## config.mk

```make
export PLATFORM = sky130hd
export DESIGN_NAME = truncated_time_of_day_expander_top_flat
export DESIGN_NICKNAME = d
export VERILOG_FILES = /design/src/hw/rtl/ttde_pkg.sv /design/src/hw/rtl/ttde_if.sv /design/src/hw/rtl/truncated_time_of_day_expander_top.sv /design/src/hw/rtl/ttde_arrival.sv /design/src/hw/rtl/ttde_expand.sv /design/src/flat_wrapper.sv
export VERILOG_INCLUDE_DIRS = /design/src /design/src/hw/rtl
export SDC_FILE = /design/constraint.sdc
export NUM_CORES = 2
export LEC_CHECK = 0
export BUFFER_PORTS_ARGS = -buffer_cell sky130_fd_sc_hd__buf_2
export CAP_MARGIN = 20
export CORE_MARGIN = 3
export CORE_UTILIZATION = 40
export DETAILED_ROUTE_END_ITERATION = 10
export GPL_TIMING_DRIVEN = 0
export HOLD_SLACK_MARGIN = 0.08
export PLACE_DENSITY = 0.56
export SYNTH_ARGS = -nofsm -noshare
export SYNTH_HDL_FRONTEND = slang
export SYNTH_SLANG_ARGS = --single-unit
```

## constraint.sdc

```tcl
create_clock -name clk -period 11.23 [get_ports clk]
set_input_delay 2.246 -clock clk [delete_from_list [all_inputs] [get_ports clk]]
set_output_delay 2.246 -clock clk [all_outputs]
set_load 0.02 [all_outputs]
```

## src/hw/rtl/truncated_time_of_day_expander_top_assert.svh

```systemverilog
// Assertion shorthands shared by the expander RTL.
// Each expects clk and rst_n in scope.
`ifndef TRUNCATED_TIME_OF_DAY_EXPANDER_TOP_ASSERT_SVH
`define TRUNCATED_TIME_OF_DAY_EXPANDER_TOP_ASSERT_SVH

// Same-cycle implication
`define TTDE_ASSERT_IMP(lbl, ante, cons) \
    lbl: assert property (@(posedge clk) disable iff (!rst_n) (ante) |-> (cons)) \
        else $error("ttde assertion failed");

// Next-cycle implication
`define TTDE_ASSERT_NXT(lbl, ante, cons) \
    lbl: assert property (@(posedge clk) disable iff (!rst_n) (ante) |=> (cons)) \
        else $error("ttde assertion failed");

`endif

```

## src/hw/rtl/ttde_pkg.sv

```systemverilog
package ttde_pkg;

    // Field widths
    localparam int SEC_W  = 34;
    localparam int NSEC_W = 30;
    localparam int LSP_W  = 16;
    localparam int TOD_W  = 24;
    localparam int FRAC_W = 7;

    // Day and tick constants (1/128 s ticks)
    localparam int DAY_SECONDS   = 86400;
    localparam int TICKS_PER_SEC = 128;
    localparam logic [TOD_W-1:0] DAY_TICKS  = TOD_W'(DAY_SECONDS * TICKS_PER_SEC);
    localparam logic [TOD_W-1:0] HALF_TICKS = TOD_W'(DAY_SECONDS * TICKS_PER_SEC / 2);
    localparam int HIGH_W = TOD_W - LSP_W;
    localparam logic [HIGH_W-1:0] TOP_HIGH =
        HIGH_W'((DAY_SECONDS * TICKS_PER_SEC - 1) >> LSP_W);

    // Seconds mod day: day = 675 groups of 128 s, reduce sec >> 7 mod 675
    localparam int SEC_HI_W        = SEC_W - FRAC_W;
    localparam int SEC_GROUPS      = DAY_SECONDS / TICKS_PER_SEC;
    localparam int SEC_RECIP_SHIFT = 36;
    localparam logic [SEC_HI_W-1:0] SEC_RECIP =
        SEC_HI_W'((64'd1 << SEC_RECIP_SHIFT) / SEC_GROUPS);
    localparam int SEC_PROD_W = 2 * SEC_HI_W;
    localparam int SEC_Q_W    = SEC_PROD_W - SEC_RECIP_SHIFT;
    localparam int SEC_REM_W  = 10;

    // Nanoseconds to ticks: one tick is 7812500 ns
    localparam logic [NSEC_W-1:0] NSEC_MAX      = NSEC_W'(999999999);
    localparam logic [NSEC_W-1:0] NSEC_PER_TICK = NSEC_W'(1000000000 / 128);
    localparam int NSEC_RECIP_SHIFT = 52;
    localparam logic [NSEC_W-1:0] NSEC_RECIP =
        NSEC_W'((64'd1 << NSEC_RECIP_SHIFT) / (1000000000 / 128));
    localparam int NSEC_PROD_W = 2 * NSEC_W;

    // Reference time and report fields handed to the expand stage
    typedef struct packed {
        logic [TOD_W-1:0] ticks;
        logic             lsp_present;
        logic [LSP_W-1:0] tod_lsp;
    } ttde_arr_t;

endpackage

```

## src/hw/rtl/ttde_if.sv

```systemverilog
interface ttde_report_if;
    import ttde_pkg::*;

    logic              valid;
    logic              ready;
    logic [SEC_W-1:0]  arrival_sec;
    logic [NSEC_W-1:0] arrival_nsec;
    logic              lsp_present;
    logic [LSP_W-1:0]  tod_lsp;

    modport source (output valid, arrival_sec, arrival_nsec, lsp_present, tod_lsp,
                    input ready);
    modport sink (input valid, arrival_sec, arrival_nsec, lsp_present, tod_lsp,
                  output ready);
endinterface

interface ttde_result_if;
    import ttde_pkg::*;

    logic             valid;
    logic             ready;
    logic [TOD_W-1:0] time_of_day;
    logic             from_arrival;

    modport source (output valid, time_of_day, from_arrival, input ready);
    modport sink (input valid, time_of_day, from_arrival, output ready);
endinterface

```

## src/hw/rtl/truncated_time_of_day_expander_top.sv

```systemverilog
// Truncated time-of-day expander.
// The report channel takes one decoded report per transaction: arrival time
// (seconds, nanoseconds), a present flag and the 16-bit truncated time of day.
// The result channel returns one transaction per report: the full time of day
// in 1/128 s ticks and a flag telling whether the reference was the arrival
// time (no anchor yet) or the anchor left by the previous report.
// Throughput: one report per cycle while the result receiver is ready. The
// accepting edge loads the input register, then come the reciprocal multiply,
// remainder correction and expansion into the result register; the two
// reciprocal multiplies and their correction step set the depth.
// The anchor is read and written only in the last stage, so back-to-back
// reports see the anchor of the report just before them.
// Reset clears all stage valid bits and the anchor; the first report after
// reset uses its arrival time as reference.
// When the result receiver stalls, the result holds and the stages behind it
// keep accepting until each holds a report, then report ready drops.
module truncated_time_of_day_expander_top (
    input logic          clk,
    input logic          rst_n,
    ttde_report_if.sink  report,
    ttde_result_if.source result
);
    import ttde_pkg::*;

    logic      arr_valid;
    logic      arr_ready;
    ttde_arr_t arr;

    // Arrival time to day ticks
    ttde_arrival u_arrival (
        .clk       (clk),
        .rst_n     (rst_n),
        .report    (report),
        .arr_valid (arr_valid),
        .arr_ready (arr_ready),
        .arr       (arr)
    );

    // Window selection against the anchor
    ttde_expand u_expand (
        .clk       (clk),
        .rst_n     (rst_n),
        .arr_valid (arr_valid),
        .arr_ready (arr_ready),
        .arr       (arr),
        .result    (result)
    );

endmodule

```

## src/hw/rtl/ttde_arrival.sv

```systemverilog
`include "truncated_time_of_day_expander_top_assert.svh"

module ttde_arrival (
    input  logic               clk,
    input  logic               rst_n,
    ttde_report_if.sink        report,
    output logic               arr_valid,
    input  logic               arr_ready,
    output ttde_pkg::ttde_arr_t arr
);
    import ttde_pkg::*;

    // Input register
    logic              s0_valid_reg;
    logic [SEC_W-1:0]  s0_sec_reg;
    logic [NSEC_W-1:0] s0_nsec_reg;
    logic              s0_present_reg;
    logic [LSP_W-1:0]  s0_lsp_reg;

    // Reciprocal product stage
    logic                s1_valid_reg;
    logic [SEC_HI_W-1:0] s1_sec_hi_reg;
    logic [FRAC_W-1:0]   s1_sec_lo_reg;
    logic [SEC_Q_W-1:0]  s1_sec_q_reg;
    logic [NSEC_W-1:0]   s1_nsec_reg;
    logic [FRAC_W-1:0]   s1_nsec_q_reg;
    logic                s1_present_reg;
    logic [LSP_W-1:0]    s1_lsp_reg;

    // Arrival ticks stage
    logic      s2_valid_reg;
    ttde_arr_t s2_arr_reg;
    ttde_arr_t s2_arr_next;

    logic s0_ready;
    logic s1_ready;
    logic s2_ready;

    logic [SEC_PROD_W-1:0]  sec_prod;
    logic [NSEC_PROD_W-1:0] nsec_prod;
    logic [NSEC_W-1:0]      nsec_clamp;
    logic [SEC_HI_W-1:0]    sec_sub;
    logic [SEC_REM_W:0]     sec_rem_raw;
    logic [SEC_REM_W-1:0]   sec_rem;
    logic [NSEC_W-1:0]      nsec_sub;
    logic [FRAC_W-1:0]      frac;

    // Elastic chain: a stage loads when empty or when its successor takes it
    assign s2_ready     = !s2_valid_reg || arr_ready;
    assign s1_ready     = !s1_valid_reg || s2_ready;
    assign s0_ready     = !s0_valid_reg || s1_ready;
    assign report.ready = s0_ready;

    // Clamp nanoseconds and form quotient estimates by reciprocal multiply
    always_comb
    begin
        nsec_clamp = (s0_nsec_reg > NSEC_MAX) ? NSEC_MAX : s0_nsec_reg;
        sec_prod   = SEC_PROD_W'(s0_sec_reg[SEC_W-1:FRAC_W]) * SEC_PROD_W'(SEC_RECIP);
        nsec_prod  = NSEC_PROD_W'(nsec_clamp) * NSEC_PROD_W'(NSEC_RECIP);
    end

    // Correct the estimates by one step and pack the day ticks
    always_comb
    begin
        sec_sub     = s1_sec_hi_reg
                      - SEC_HI_W'(SEC_HI_W'(s1_sec_q_reg) * SEC_HI_W'(SEC_GROUPS));
        sec_rem_raw = sec_sub[SEC_REM_W:0];
        if (sec_rem_raw >= (SEC_REM_W + 1)'(SEC_GROUPS))
        begin
            sec_rem_raw = sec_rem_raw - (SEC_REM_W + 1)'(SEC_GROUPS);
        end
        sec_rem = sec_rem_raw[SEC_REM_W-1:0];

        nsec_sub = s1_nsec_reg - NSEC_W'(NSEC_W'(s1_nsec_q_reg) * NSEC_PER_TICK);
        frac     = (nsec_sub >= NSEC_PER_TICK) ? s1_nsec_q_reg + 1'b1 : s1_nsec_q_reg;

        s2_arr_next.ticks       = {sec_rem, s1_sec_lo_reg, frac};
        s2_arr_next.lsp_present = s1_present_reg;
        s2_arr_next.tod_lsp     = s1_lsp_reg;
    end

    // Valid bits
    always_ff @(posedge clk or negedge rst_n)
    begin
        if (!rst_n)
        begin
            s0_valid_reg <= 1'b0;
            s1_valid_reg <= 1'b0;
            s2_valid_reg <= 1'b0;
        end
        else
        begin
            if (s0_ready)
            begin
                s0_valid_reg <= report.valid;
            end
            if (s1_ready)
            begin
                s1_valid_reg <= s0_valid_reg;
            end
            if (s2_ready)
            begin
                s2_valid_reg <= s1_valid_reg;
            end
        end
    end

    // Payload registers
    always_ff @(posedge clk)
    begin
        if (s0_ready && report.valid)
        begin
            s0_sec_reg     <= report.arrival_sec;
            s0_nsec_reg    <= report.arrival_nsec;
            s0_present_reg <= report.lsp_present;
            s0_lsp_reg     <= report.tod_lsp;
        end
        if (s1_ready && s0_valid_reg)
        begin
            s1_sec_hi_reg  <= s0_sec_reg[SEC_W-1:FRAC_W];
            s1_sec_lo_reg  <= s0_sec_reg[FRAC_W-1:0];
            s1_sec_q_reg   <= sec_prod[SEC_PROD_W-1:SEC_RECIP_SHIFT];
            s1_nsec_reg    <= nsec_clamp;
            s1_nsec_q_reg  <= nsec_prod[NSEC_RECIP_SHIFT+FRAC_W-1:NSEC_RECIP_SHIFT];
            s1_present_reg <= s0_present_reg;
            s1_lsp_reg     <= s0_lsp_reg;
        end
        if (s2_ready && s1_valid_reg)
        begin
            s2_arr_reg <= s2_arr_next;
        end
    end

    assign arr_valid = s2_valid_reg;
    assign arr       = s2_arr_reg;

    `TTDE_ASSERT_IMP(a_arr_in_day, arr_valid, arr.ticks < DAY_TICKS)
    `TTDE_ASSERT_NXT(a_arr_hold, arr_valid && !arr_ready,
                     arr_valid && $stable(arr.ticks))

endmodule

```

## src/hw/rtl/ttde_expand.sv

```systemverilog
`include "truncated_time_of_day_expander_top_assert.svh"

module ttde_expand (
    input  logic                clk,
    input  logic                rst_n,
    input  logic                arr_valid,
    output logic                arr_ready,
    input  ttde_pkg::ttde_arr_t arr,
    ttde_result_if.source       result
);
    import ttde_pkg::*;

    logic             anchor_valid_reg;
    logic [TOD_W-1:0] anchor_tod_reg;
    logic             out_valid_reg;
    logic [TOD_W-1:0] tod_reg;
    logic             from_arrival_reg;

    logic              fire;
    logic [TOD_W-1:0]  ref_tod;
    logic [HIGH_W-1:0] high;
    logic [TOD_W-1:0]  cand_same;
    logic [TOD_W-1:0]  cand_prev;
    logic [TOD_W-1:0]  cand_next;
    logic [TOD_W-1:0]  dist_same;
    logic [TOD_W-1:0]  dist_prev;
    logic [TOD_W-1:0]  dist_next;
    logic [TOD_W-1:0]  best;
    logic [TOD_W-1:0]  best_dist;
    logic [TOD_W-1:0]  tod_next;

    // Distance under day wraparound; a candidate past the day never wins
    function automatic logic [TOD_W-1:0] wrap_dist(input logic [TOD_W-1:0] t,
                                                   input logic [TOD_W-1:0] r);
        logic [TOD_W-1:0] d;
        d = (t > r) ? (t - r) : (r - t);
        if (t >= DAY_TICKS)
        begin
            return DAY_TICKS;
        end
        return (d > HALF_TICKS) ? (DAY_TICKS - d) : d;
    endfunction

    assign arr_ready = !out_valid_reg || result.ready;
    assign fire      = arr_valid && arr_ready;

    // Pick the reference and expand the truncated field around it
    always_comb
    begin
        ref_tod   = anchor_valid_reg ? anchor_tod_reg : arr.ticks;
        high      = ref_tod[TOD_W-1:LSP_W];
        cand_same = {high, arr.tod_lsp};
        cand_prev = (high != '0) ? {high - 1'b1, arr.tod_lsp} : {TOP_HIGH, arr.tod_lsp};
        cand_next = (high < TOP_HIGH) ? {high + 1'b1, arr.tod_lsp}
                                      : {{HIGH_W{1'b0}}, arr.tod_lsp};
        dist_same = wrap_dist(cand_same, ref_tod);
        dist_prev = wrap_dist(cand_prev, ref_tod);
        dist_next = wrap_dist(cand_next, ref_tod);

        // Earlier candidate keeps ties
        best      = cand_same;
        best_dist = dist_same;
        if (dist_prev < best_dist)
        begin
            best      = cand_prev;
            best_dist = dist_prev;
        end
        if (dist_next < best_dist)
        begin
            best = cand_next;
        end

        tod_next = arr.lsp_present ? best : ref_tod;
    end

    // Control state: anchor valid and result valid
    always_ff @(posedge clk or negedge rst_n)
    begin
        if (!rst_n)
        begin
            anchor_valid_reg <= 1'b0;
            anchor_tod_reg   <= '0;
            out_valid_reg    <= 1'b0;
        end
        else
        begin
            if (arr_ready)
            begin
                out_valid_reg <= arr_valid;
            end
            if (fire)
            begin
                anchor_valid_reg <= 1'b1;
                anchor_tod_reg   <= tod_next;
            end
        end
    end

    // Result register
    always_ff @(posedge clk)
    begin
        if (fire)
        begin
            tod_reg          <= tod_next;
            from_arrival_reg <= !anchor_valid_reg;
        end
    end

    assign result.valid        = out_valid_reg;
    assign result.time_of_day  = tod_reg;
    assign result.from_arrival = from_arrival_reg;

    `TTDE_ASSERT_IMP(a_tod_in_day, result.valid, result.time_of_day < DAY_TICKS)
    `TTDE_ASSERT_NXT(a_anchor_follows, fire,
                     result.valid && anchor_valid_reg && (anchor_tod_reg == result.time_of_day))

endmodule

```

## src/flat_wrapper.sv

```systemverilog
// flat-port wrapper written by rule: the top's interface ports become plain ports
module truncated_time_of_day_expander_top_flat import ttde_pkg::*;
  (clk, rst_n, report_valid, report_arrival_sec, report_arrival_nsec, report_lsp_present, report_tod_lsp, report_ready, result_valid, result_time_of_day, result_from_arrival, result_ready);
  ttde_report_if report_i ();
  ttde_result_if result_i ();
  input logic clk;
  input logic rst_n;
  input wire logic [$bits(report_i.valid)-1:0] report_valid;
  input wire logic [$bits(report_i.arrival_sec)-1:0] report_arrival_sec;
  input wire logic [$bits(report_i.arrival_nsec)-1:0] report_arrival_nsec;
  input wire logic [$bits(report_i.lsp_present)-1:0] report_lsp_present;
  input wire logic [$bits(report_i.tod_lsp)-1:0] report_tod_lsp;
  output wire logic [$bits(report_i.ready)-1:0] report_ready;
  output wire logic [$bits(result_i.valid)-1:0] result_valid;
  output wire logic [$bits(result_i.time_of_day)-1:0] result_time_of_day;
  output wire logic [$bits(result_i.from_arrival)-1:0] result_from_arrival;
  input wire logic [$bits(result_i.ready)-1:0] result_ready;
  assign report_i.valid = report_valid;
  assign report_i.arrival_sec = report_arrival_sec;
  assign report_i.arrival_nsec = report_arrival_nsec;
  assign report_i.lsp_present = report_lsp_present;
  assign report_i.tod_lsp = report_tod_lsp;
  assign report_ready = report_i.ready;
  assign result_valid = result_i.valid;
  assign result_time_of_day = result_i.time_of_day;
  assign result_from_arrival = result_i.from_arrival;
  assign result_i.ready = result_ready;
  truncated_time_of_day_expander_top u_core (.clk(clk), .rst_n(rst_n), .report(report_i), .result(result_i));
endmodule
```

Yosys cells after proc, flatten, opt, wreduce, memory -nomap -nowiden. Index checks and enable logic that the tools add are counted. W data, S select, Z words.

Bits of input ports: 85. Output and inout bits: 27. Word-level logic and storage cells: 95. Bits in registers: 266.

Multiplexer cells: 25. Reduce and logical (&&, ||, !) cells: 14. Multiply operators: 4. $add $sub $neg: 15. Magnitude comparators: 15.

Operator list (count): $mux W24 (19); $sub A24 B24 Y24 (6); $ge A24 B24 Y1 const B (3); $gt A24 B23 Y1 const B (3); $gt A24 B24 Y1 (3); $sub A24 B24 Y24 const A (3); $mul A30 B26 Y55 const B (1); $mul A27 B24 Y51 const B (1); $lt A24 B24 Y1 (2); $ge A30 B23 Y1 const B (1); $gt A30 B30 Y1 const B (1); $mux W30 (1); $sub A30 B30 Y30 (1); $mul A7 B21 Y28 const B (1); $mul A18 B10 Y11 const B (1); $ge A11 B10 Y1 const B (1); $sub A11 B11 Y11 (1); $mux W10 (1); $sub A10 B10 Y10 const B (1); $add A8 B1 Y8 const B (1); $lt A8 B8 Y1 const B (1); $reduce_bool A8 Y1 (1); $sub A8 B1 Y8 const B (1); $add A7 B1 Y7 const B (1); 5 further kinds (17).

Longest topological paths before layout.
Word-level depth: 13. Gate-level depth with buffers: 49. Mapped depth without buffers: 42.

Cells and area by module. A second synthesis with hierarchy kept.

Cells, all modules: 4522. Area, all modules: 43644.4 µm².

By module, submodules not included: ttde_arrival (instances 1, area each 32286.0 µm², sequential area each 6170.9 µm², cells each 2975); ttde_expand (instances 1, area each 11358.4 µm², sequential area each 1401.3 µm², cells each 1547).

Least setup slack after synthesis. No wires, ideal clock.

Path type: flip-flop to flip-flop. From: register u_core.u_expand.anchor_valid_reg. To: register u_core.u_expand.anchor_tod_reg[17]. Period minus slack after synthesis: 9928 ps. Path buffers: 9. Library setup time: 125 ps. Stages on the path, launching flop included: 47. Slack: 1302 ps. Required time: 11105 ps. Arrival: 9803 ps. Cells stage by stage: dfrtp_1 > buf_6 > buf_6 > buf_2 > buf_2 > buf_1 > mux2_2 > ha_1 > buf_2 > nand2_1 > nor2_1 > nand4_1 > or4_1 > nand2_1 > buf_2 > buf_2 > mux2i_1 > ha_1 > (+11 left out) > o21a_1 > a311o_1 > clkbuf_1 > nand2_1 > nor3_1 > nand2_1 > o21ai_0 > a211oi_1 > ha_1 > a21o_1 > a21oi_1 > o21ai_0 > o21ai_0 > o211ai_1 > a31oi_1 > o21ai_1 > a211o_1 > mux2_2.

Word-level cells in the longest chain between the ends: 13. Elaborated cells between the ends (all ways): 43. Those cells by class: add/sub (11); order compare (12); mux (19); reduce/logical (1).

Ends and longest elaborated chain: start, declared (RTL line ttde_expand.sv:13) `logic anchor_valid_reg;`; start signal, assigned (RTL line ttde_expand.sv:81) `anchor_valid_reg <= 1'b0;`; start signal, assigned (RTL line ttde_expand.sv:93) `anchor_valid_reg <= 1'b1;`; $mux W24 * (RTL line ttde_expand.sv:50) `ref_tod = anchor_valid_reg ? anchor_tod_reg : arr.ticks;`; $sub A8 B1 Y8 or $reduce_bool A8 Y1 (tied branches) (RTL line ttde_expand.sv:53) `cand_prev = (high != '0) ? {high - 1'b1, arr.tod_lsp} : {TOP_HIGH, arr.tod_lsp};`; $mux W24 (RTL line ttde_expand.sv:53); $sub A24 B24 Y24 or $gt A24 B24 Y1 (tied branches) (RTL line ttde_expand.sv:36) `d = (t > r) ? (t - r) : (r - t);`; $mux W24 (RTL line ttde_expand.sv:36); $sub A24 B24 Y24 or $gt A24 B23 Y1 (tied branches) (RTL line ttde_expand.sv:41) `return (d > HALF_TICKS) ? (DAY_TICKS - d) : d;`; $mux W24 (2 in a row) (RTL line ttde_expand.sv:41); $lt A24 B24 Y1 (RTL line ttde_expand.sv:63) `if (dist_prev < best_dist)`; $mux W24 (RTL line ttde_expand.sv:63); $lt A24 B24 Y1 (RTL line ttde_expand.sv:68) `if (dist_next < best_dist)`; $mux W24 (RTL line ttde_expand.sv:68); $mux W24 * (RTL line ttde_expand.sv:73) `tod_next = arr.lsp_present ? best : ref_tod;`; via u_core.u_expand.tod_next[17] (RTL line ttde_expand.sv:30) `logic [TOD_W-1:0] tod_next;`; end signal, assigned (RTL line ttde_expand.sv:94) `anchor_tod_reg <= tod_next;`; end, declared (RTL line ttde_expand.sv:14) `logic [TOD_W-1:0] anchor_tod_reg;`.

The timed path passes the listed nets; every way through them passes the cells marked *. A chain may end at the register's enable or synchronous reset.

Worst setup path after layout. Same ends and word-level chain as after synthesis.

==> flow_summary.yaml <==
outcome:
  status: "finished, final reports clean"
place:
  pre_cts_ws_ns: -2.59
  dpl.cell_count: 5759
  gp_congestion: 0.938
  hpwl_um: 93100
  portBuffers: 111
detailed_routing:
  wl_per_cell_um: 19.2
  vias: 30400
  wl_met2_um: 53200
  viasPerCell: 5.22
  remaining_drc_errors: 0
  dr.pass1.iters: 5
  postRouteAntennaNets: 0
  wl_met1_um: 51700
  drt_iter0_markers: 1637
  drt_wl_total_um: 112000
  top_layer_used: "met4"
  wl_met3_um: 4260
setup_path:
  path_max_fanout: 10
  crit_slowest_cell: "a311oi_4"
  worst-r2r-cell-count: 43
  reg2reg_slack_ns: 0.33
  start_kind: "register"
  worst-setup-path-type: "reg -> reg"
  critPathCaptureType: "register"
  reg2reg_to: "u_core.u_expand.anchor_tod_reg[17]"
  max_stage_delay_ns: 0.70
  required_ns: 11.69
  arrival_ns: 11.37
  r2r_start: "u_core.u_expand.anchor_valid_reg"
synth:
  synth_cell_types: 104
  synth_edf_count: 228
  synthCells: 4263
  ys.flop_type: "edfxtp_1"
  seq_area_frac_synth_pct: 17.9
  synth.cell_area_mm2: 0.0423
  synth_top_family_by_area: "adder cells"
  synthMuxAreaShare_pct: 3.10
  synthXorXnorAreaFrac_pct: 3.65
  post-synth-top-area-cell: "ha_1"
  yosys_warnings: 0
  synth_compound_area_share_pct: 11.6
  ys_top_cells_by_area: "ha_1 24%, fa_1 23%, edfxtp_1 16%"
  synth_top_area_share_pct: 23.6
  syn_avg_cell_area_um2: 9.92
  synthesis.nets: 5624
  synth_fa_ha_area_share_pct: 46.3
  synthSimpleGateAreaFrac_pct: 9.08
  async_reset_ff_share_pct: 11.3
  ys_ff_latch: 257
sta:
  drv_slew: 0
  hold_viol_final: 0
  timing.fmax_mhz: 91.7
  skew_ns: 0.0356
  setup_violations: 0
  worst_pin_slew_ns: 1.01
  fin_ws_ns: 0.326
  rsz0062_at_grt: "no"
  layout_min_cycle_time_ns: 10.90
  fin_crit_sh_pct: 97.1
  relSlewSlack_pct: 30.7
die:
  initial_core_util_pct: 40.6
  die_h_um: 331
  die_area_mm2: 0.110
  core_area_mm2: 0.104
  ios: 112
  fp-row-count: 118
  die-width_um: 331
clocking:
  clk_pin_slew_worst_paths_ns: 0.06
  clock-sinks: 257
  cts_buffers: 36
  hold_buffers: 0
  clk_latency_ns: 0.59
  root_buffer: "clkbuf_16"
  h-tree-depth: 2
  clk_path_buf_depth: 3
  tritoncts: "built"
final_layout:
  final_cell_mix: "826 x inv_1, 794 x ha_1, 480 x fa_1"
  layout.nets: 5783
  syn_to_final_growth_pct: 9.07
  instances_no_fill: 5825
  final_common_cell: "inv_1"
  largest_reg_flops: 41
  diodes: 0
  drive_above_1_share_pct: 8.30
grt:
  grt_max_degree: 58
  antenna_found_initial: 1
  grt_pass1_wl_um: 178000
  grt_pass1_vias: 31700
  overflow: 0
  grtUsageTotal_pct: 20.8
hold_path:
  min_to: "u_core.u_arrival.s1_lsp_reg[11]"
  worstHoldPathCells: 0
  holdCritPathClass: "reg -> reg"
  worstHoldStart: "u_core.u_arrival.s0_lsp_reg[11]"
run:
  drv_cap: 0
[final cells by class]
type	instances	area, um2
flip-flops and latches	257	7570
plain buffers	93	474
inverters	830	3120
clock inverters	18	186
repair buffers	123	713
clock buffers	43	958
well taps	1380	1730
fillers	10300	58100
multi-input cells	3081	31400
[routing by layer]
metal | track usage (%) | vias up
li1 | - | 14800
met4 | 5.15 | 0
met3 | 1.98 | 122
met1 | 28.5 | 14900
met5 | 0 | -
met2 | 35.6 | 610
[through the flow]
stage          setup TNS (ns)  utilization, %  area, um2  hold slack, ns
4_1_cts                     0            44.1      46000           0.401
3_5_place_dp           -38.63            42.9      44700           0.405
5_1_grt                     0            44.3      46100           0.419
6_report                    0            44.3      46100           0.403
2_1_floorplan               0               -      42300           0.400
3_3_place_gp           -41.24            42.8      44600           0.400
[timing repair]
action | 4_1_cts | 5_1_grt
buffers inserted | 1 | 5
pin swaps | 0 | 4
gates resized for setup | 34 | 25
endpoints found under the setup margin | 16 | 16
[cell usage after synthesis, types with 24 or more instances]
library cell,number
o211ai_1,24
ha_1,796
clkbuf_1,55
mux2i_1,63
nand3_1,58
fa_1,480
nand4_1,46
dfrtp_1,29
nor3_1,55
or2_2,29
o21a_1,35
o21ai_0,126
a21o_1,97
mux2_2,51
edfxtp_1,228
nand2b_1,34
a21oi_1,221
inv_1,826
and2_1,26
xnor2_1,116
nand2_1,180
nor2_1,203
xor2_1,60
[logic make-up (layout without fill, tap and decap cells)]
group | Yosys count | count (layout)
flip-flops | 257 | 257
buffers and inverters | 925 | 1107
AND/OR/NAND/NOR | 764 | 764
AO/OA/AOI/OAI | 744 | 744
multiplexers | 121 | 121
adder cells (fa/ha/maj) | 1276 | 1276
XOR/XNOR | 176 | 176
[worst max path at each step]
stage | slack, ns | startpoint | end | cells past startpoint
finish | 0.33 | u_core.u_expand.anchor_valid_reg | u_core.u_expand.anchor_tod_reg[17] | 43
global route | 0.001 | u_core.u_expand.anchor_valid_reg | u_core.u_expand.anchor_tod_reg[17] | 44
CTS | 0.02 | u_core.u_expand.anchor_valid_reg | u_core.u_expand.anchor_tod_reg[17] | 48
detailed placement | -2.59 | u_core.u_expand.anchor_valid_reg | u_core.u_expand.anchor_tod_reg[18] | 45
global placement | -2.75 | u_core.u_expand.anchor_valid_reg | u_core.u_expand.anchor_tod_reg[18] | 44
floorplan | 1.30 | u_core.u_expand.anchor_valid_reg | u_core.u_expand.anchor_tod_reg[17] | 46
[worst max-delay path, delay by kind of cell, from the launching register on]
family / cells / cell delay [ns]
AOI/OAI and AO/OA: 19 / 5.21
buffers and inverters: 6 / 0.89
DFF: 1 / 0.33
muxes: 4 / 1.34
and+or+nand+nor: 10 / 1.68
adders and majority gates: 4 / 1.33
Power is left out: the tool's default activity adds up to more than one toggle a clock period on the data nets, which glitch-free logic cannot reach.
